$ cat src/design/vpf_ram.sv
`timescale 1ns / 1ps
// ----------------------------------------------------------------------------
// vpf_ram
// Generic single-write, single-read RAM with a registered read port.
// ----------------------------------------------------------------------------
module vpf_ram #(
  parameter int Width = 8,
  parameter int Depth = 256
) (
  input  logic                     clk_i,
  input  logic                     we_i,
  input  logic [$clog2(Depth)-1:0] waddr_i,
  input  logic [Width-1:0]         wdata_i,
  input  logic                     re_i,
  input  logic [$clog2(Depth)-1:0] raddr_i,
  output logic [Width-1:0]         rdata_o
);

  logic [Width-1:0] mem_q [Depth];
  logic [Width-1:0] rdata_q;

  // write port
  always_ff @(posedge clk_i) begin
    if (we_i) begin
      mem_q[waddr_i] <= wdata_i;
    end
  end

  // registered read, held while not enabled
  always_ff @(posedge clk_i) begin
    if (re_i) begin
      rdata_q <= mem_q[raddr_i];
    end
  end

  assign rdata_o = rdata_q;

endmodule

$ cat config.mk
export PLATFORM = sky130hd
export DESIGN_NAME = vpf_ram
export DESIGN_NICKNAME = d
export VERILOG_FILES = /design/src/design/vpf_ram.sv
export SDC_FILE = /design/constraint.sdc
export NUM_CORES = 2
export LEC_CHECK = 0
export BUFFER_PORTS_ARGS = -buffer_cell sky130_fd_sc_hd__clkbuf_2
export CAP_MARGIN = 20
export CORE_MARGIN = 2
export CORE_UTILIZATION = 53
export CTS_BUF_LIST = sky130_fd_sc_hd__clkbuf_2
export DETAILED_ROUTE_END_ITERATION = 6
export PLACE_DENSITY = 0.71
export SETUP_SLACK_MARGIN = 0.3
export SLEW_MARGIN = 40
export SYNTH_ARGS = -nofsm -noshare
export SYNTH_HDL_FRONTEND = slang
export SYNTH_SLANG_ARGS = --single-unit
$ cat constraint.sdc
create_clock -name clk_i -period 2.6 [get_ports clk_i]
set_input_delay 0.13 -clock clk_i [delete_from_list [all_inputs] [get_ports clk_i]]
set_output_delay 0.13 -clock clk_i [all_outputs]
set_load 0.01 [all_outputs]
==> results.cfg <==
[clock_network]
cts_num_sinks = 2056
cts_tree = done
numCtsBuffers = 486
root_buffer = clkbuf_2
cts.path.max_buffers = 4
clkSlewWorstSetupHoldPaths_ps = 110
postCtsSetupBuffers = 0
htree_levels = 5
insertion_delay_ps = 1820

[global_route]
first_global_vias = 43600
grt_pass1_wl_um = 287000
grt_max_degree = 97
gr-total-overflow = 0
grt_antenna_before_repair = 4
grt_use_total = 0.260

[worst_setup_path]
r2r-start = mem_q[84][4]
crit_chain = buf_2
r2r_end = rdata_o[4]
rr_worst_depth = 6
cp-endpoint = rdata_o[0]
crit_cells = 1
crit_path_start = rdata_o[0]
critical_path_class = register to output port
arrival_ps = 2650
r2r_setup_slack_ps = 210
crit_fanout = 1
cpLargestDelayFamily = flip-flops
slowest_delay_ps = 610
crit_buf_inv = 1
crit_path_end_kind = output port
critical-path-slowest-cell = edfxtp_1
worst_ep_required_time_ps = 2470
cp-start-kind = register

[layout]
drive_gt1_frac = 0.378
fin_area_sq_um = 92200
fin_nets = 4754
layout.cells.non_filler = 7097
areaGrowthSynthToFinish_pct = 15.7
final_util = 0.616

[timing]
rsz0062_at_grt = yes
skew_ps = 183
period_share = 1.07
setup_viol_count_final = 6
timing.final.max_slew_violations = 0
setup_slack_ps = -181
hold_viol = 0
fin_tns_setup_ps = -599
period_needed_ps = 2780
tightestPinTransition_ps = 1190
max_freq_mhz = 360
relSlewSlack = 0.208

[placement]
io_buffers = 34
dp.cells = 6177
postPlaceCellArea_sq_um = 86600
gp_congestion = 0.910
hpwl_um = 126000

[synthesis]
syn_area_sq_um = 79600
syn-num-nets = 3760
yosysMostFrequentCell = edfxtp_1
synth_simple_gate_area_frac = 0.0263
ys_seq_area_frac = 0.775
synth_largest_area_cell = edfxtp_1
synthAdderAreaFrac = 0
synth.distinct_cells = 54
yosys-top-cells-area = edfxtp_1 78%, mux4_2 13%, mux2i_1 1.7%
synth_compound_area_frac = 0.0342
synth-edff-count = 2056
yosysWarnings = 0
synth-xor-area-share = 0
ys_seq_elements = 2056
synth_top_family_by_area = multiplexers
async_reset_ff_frac = 0
synth_common_cells = 2056 x edfxtp_1, 454 x mux4_2, 282 x nor2_1, 134 x mux2i_1, 133 x a22oi_1
syn_avg_cell_area_sq_um = 21.3
ys.flop_type = edfxtp_1
synth_mux_area_frac = 0.146
synth_top_cell_area_share = 0.775
synthCells = 3733

[pwr]
total_power_uw = 59900
vdd_drop_max_mv = 0.491
p_per_area_nw_per_um2 = 650
leakagePower_uw = 0.0306

[detailed_routing]
drcViolationCount = 0
antenna_left = 0
viasPerCell = 6.05
drtIter0Drc = 5248
drt_first_pass_iters = 6
wirelength_um = 196000
wl_per_cell_um = 27.7
vias = 42900

[floorplan]
fp.dieW_um = 392
start_util = 0.532
core_area_sq_um = 150000
die_y_um = 392
dieArea_sq_um = 153000
placementRows = 142
io_pins = 35

[run_status]
status = finished with violations
violations = negative setup slack

[worst_hold_path]
hold_class = primary input to register

[job]
max-cap-violations = 0
## through the flow
| step | hold WS, ps | setup slack (ps) |
|---|---|---|
| after floorplan | 229 | 394 |
| after global placement | 562 | -904 |
| after detailed placement | 561 | -558 |
| after CTS | 45.7 | -345 |
| after global routing | 8.99 | -323 |
| final | 135 | -181 |
## timing repair
action,4_1_cts,5_1_grt
hold buffers,85,2
pin swaps,19,18
hold endpoints to repair,4112,572
endpoints found under the setup margin,16,283
gates resized for setup,59,37
## per-layer routing
layer,track usage,vias up,wire length [um]
li1,-,18000,-
met5,0,-,11
met1,0.360,22100,75000
met3,0.0678,347,21000
met2,0.406,2514,95000
met4,0.0864,2,5470
## registers in the layout (all words and copies together) (netlist names)
register  flops
rdata_o       8
mem_q      2048
## how the worst min path moves through the flow
stage	startpoint	to	cells after the start	slack, ps
2_1_floorplan	wdata_i[0]	mem_q[0][0]	0	230
3_3_place_gp	wdata_i[7]	mem_q[182][7]	1	560
3_5_place_dp	wdata_i[7]	mem_q[183][7]	1	560
4_1_cts	raddr_i[5]	rdata_o[6]	8	50
5_1_grt	waddr_i[1]	mem_q[167][1]	6	9
6_report	waddr_i[1]	mem_q[167][1]	6	130
## cell type report
class                      instances  area [sq um]
sequential                      2056         61700
fill                           10500         57400
multi-input combinational       1442         17000
tap                             2016          2520
antenna                            8          20.0
clock buffer                     694          3470
clock inverter                   140           596
inverter                           2          7.51
timing repair buffer             739          6790
## cells in the final DEF, fill, tap and decap left out, types with 7 or more instances in the layout
cell | Yosys | routed
buf_4 | 27 | 556
nor3_1 | 22 | 12
buf_8 | 13 | 7
dlygate4sd3_1 | 0 | 68
nor2_1 | 282 | 273
a21oi_1 | 96 | 93
diode_2 | 0 | 8
clkbuf_2 | 0 | 714
nor4_1 | 24 | 9
buf_16 | 0 | 8
nand2_1 | 33 | 33
o211ai_1 | 10 | 10
nor4_4 | 0 | 12
o221ai_1 | 46 | 46
nand4_1 | 10 | 10
a22o_1 | 8 | 7
o22ai_1 | 28 | 28
o21ai_0 | 10 | 10
nor2b_4 | 0 | 9
mux4_2 | 454 | 454
clkinv_2 | 0 | 14
nand2b_1 | 8 | 8
a211oi_1 | 16 | 11
mux2i_1 | 134 | 134
buf_12 | 8 | 70
nand3_1 | 34 | 34
a221oi_1 | 13 | 7
clkinv_1 | 1 | 122
a22oi_1 | 133 | 127
edfxtp_1 | 2056 | 2056
a221oi_2 | 1 | 7
nor2b_1 | 31 | 22
## power breakdown
part | switching, uW | total, uW | internal [uW]
clock network | 12100 | 19400 | 7300
logic | 2320 | 3970 | 1650
registers | 54.4 | 36500 | 36500
total | 14500 | 59900 | 45400
## cells by family (layout without fill, tap and decap cells)
group | after synthesis | after routing
AO/OA/AOI/OAI | 385 | 385
buffers and inverters | 235 | 1575
flip-flops | 2056 | 2056
multiplexers | 591 | 591
other | 0 | 8
AND/OR/NAND/NOR | 466 | 466
Power figures use the tool's default switching activity.
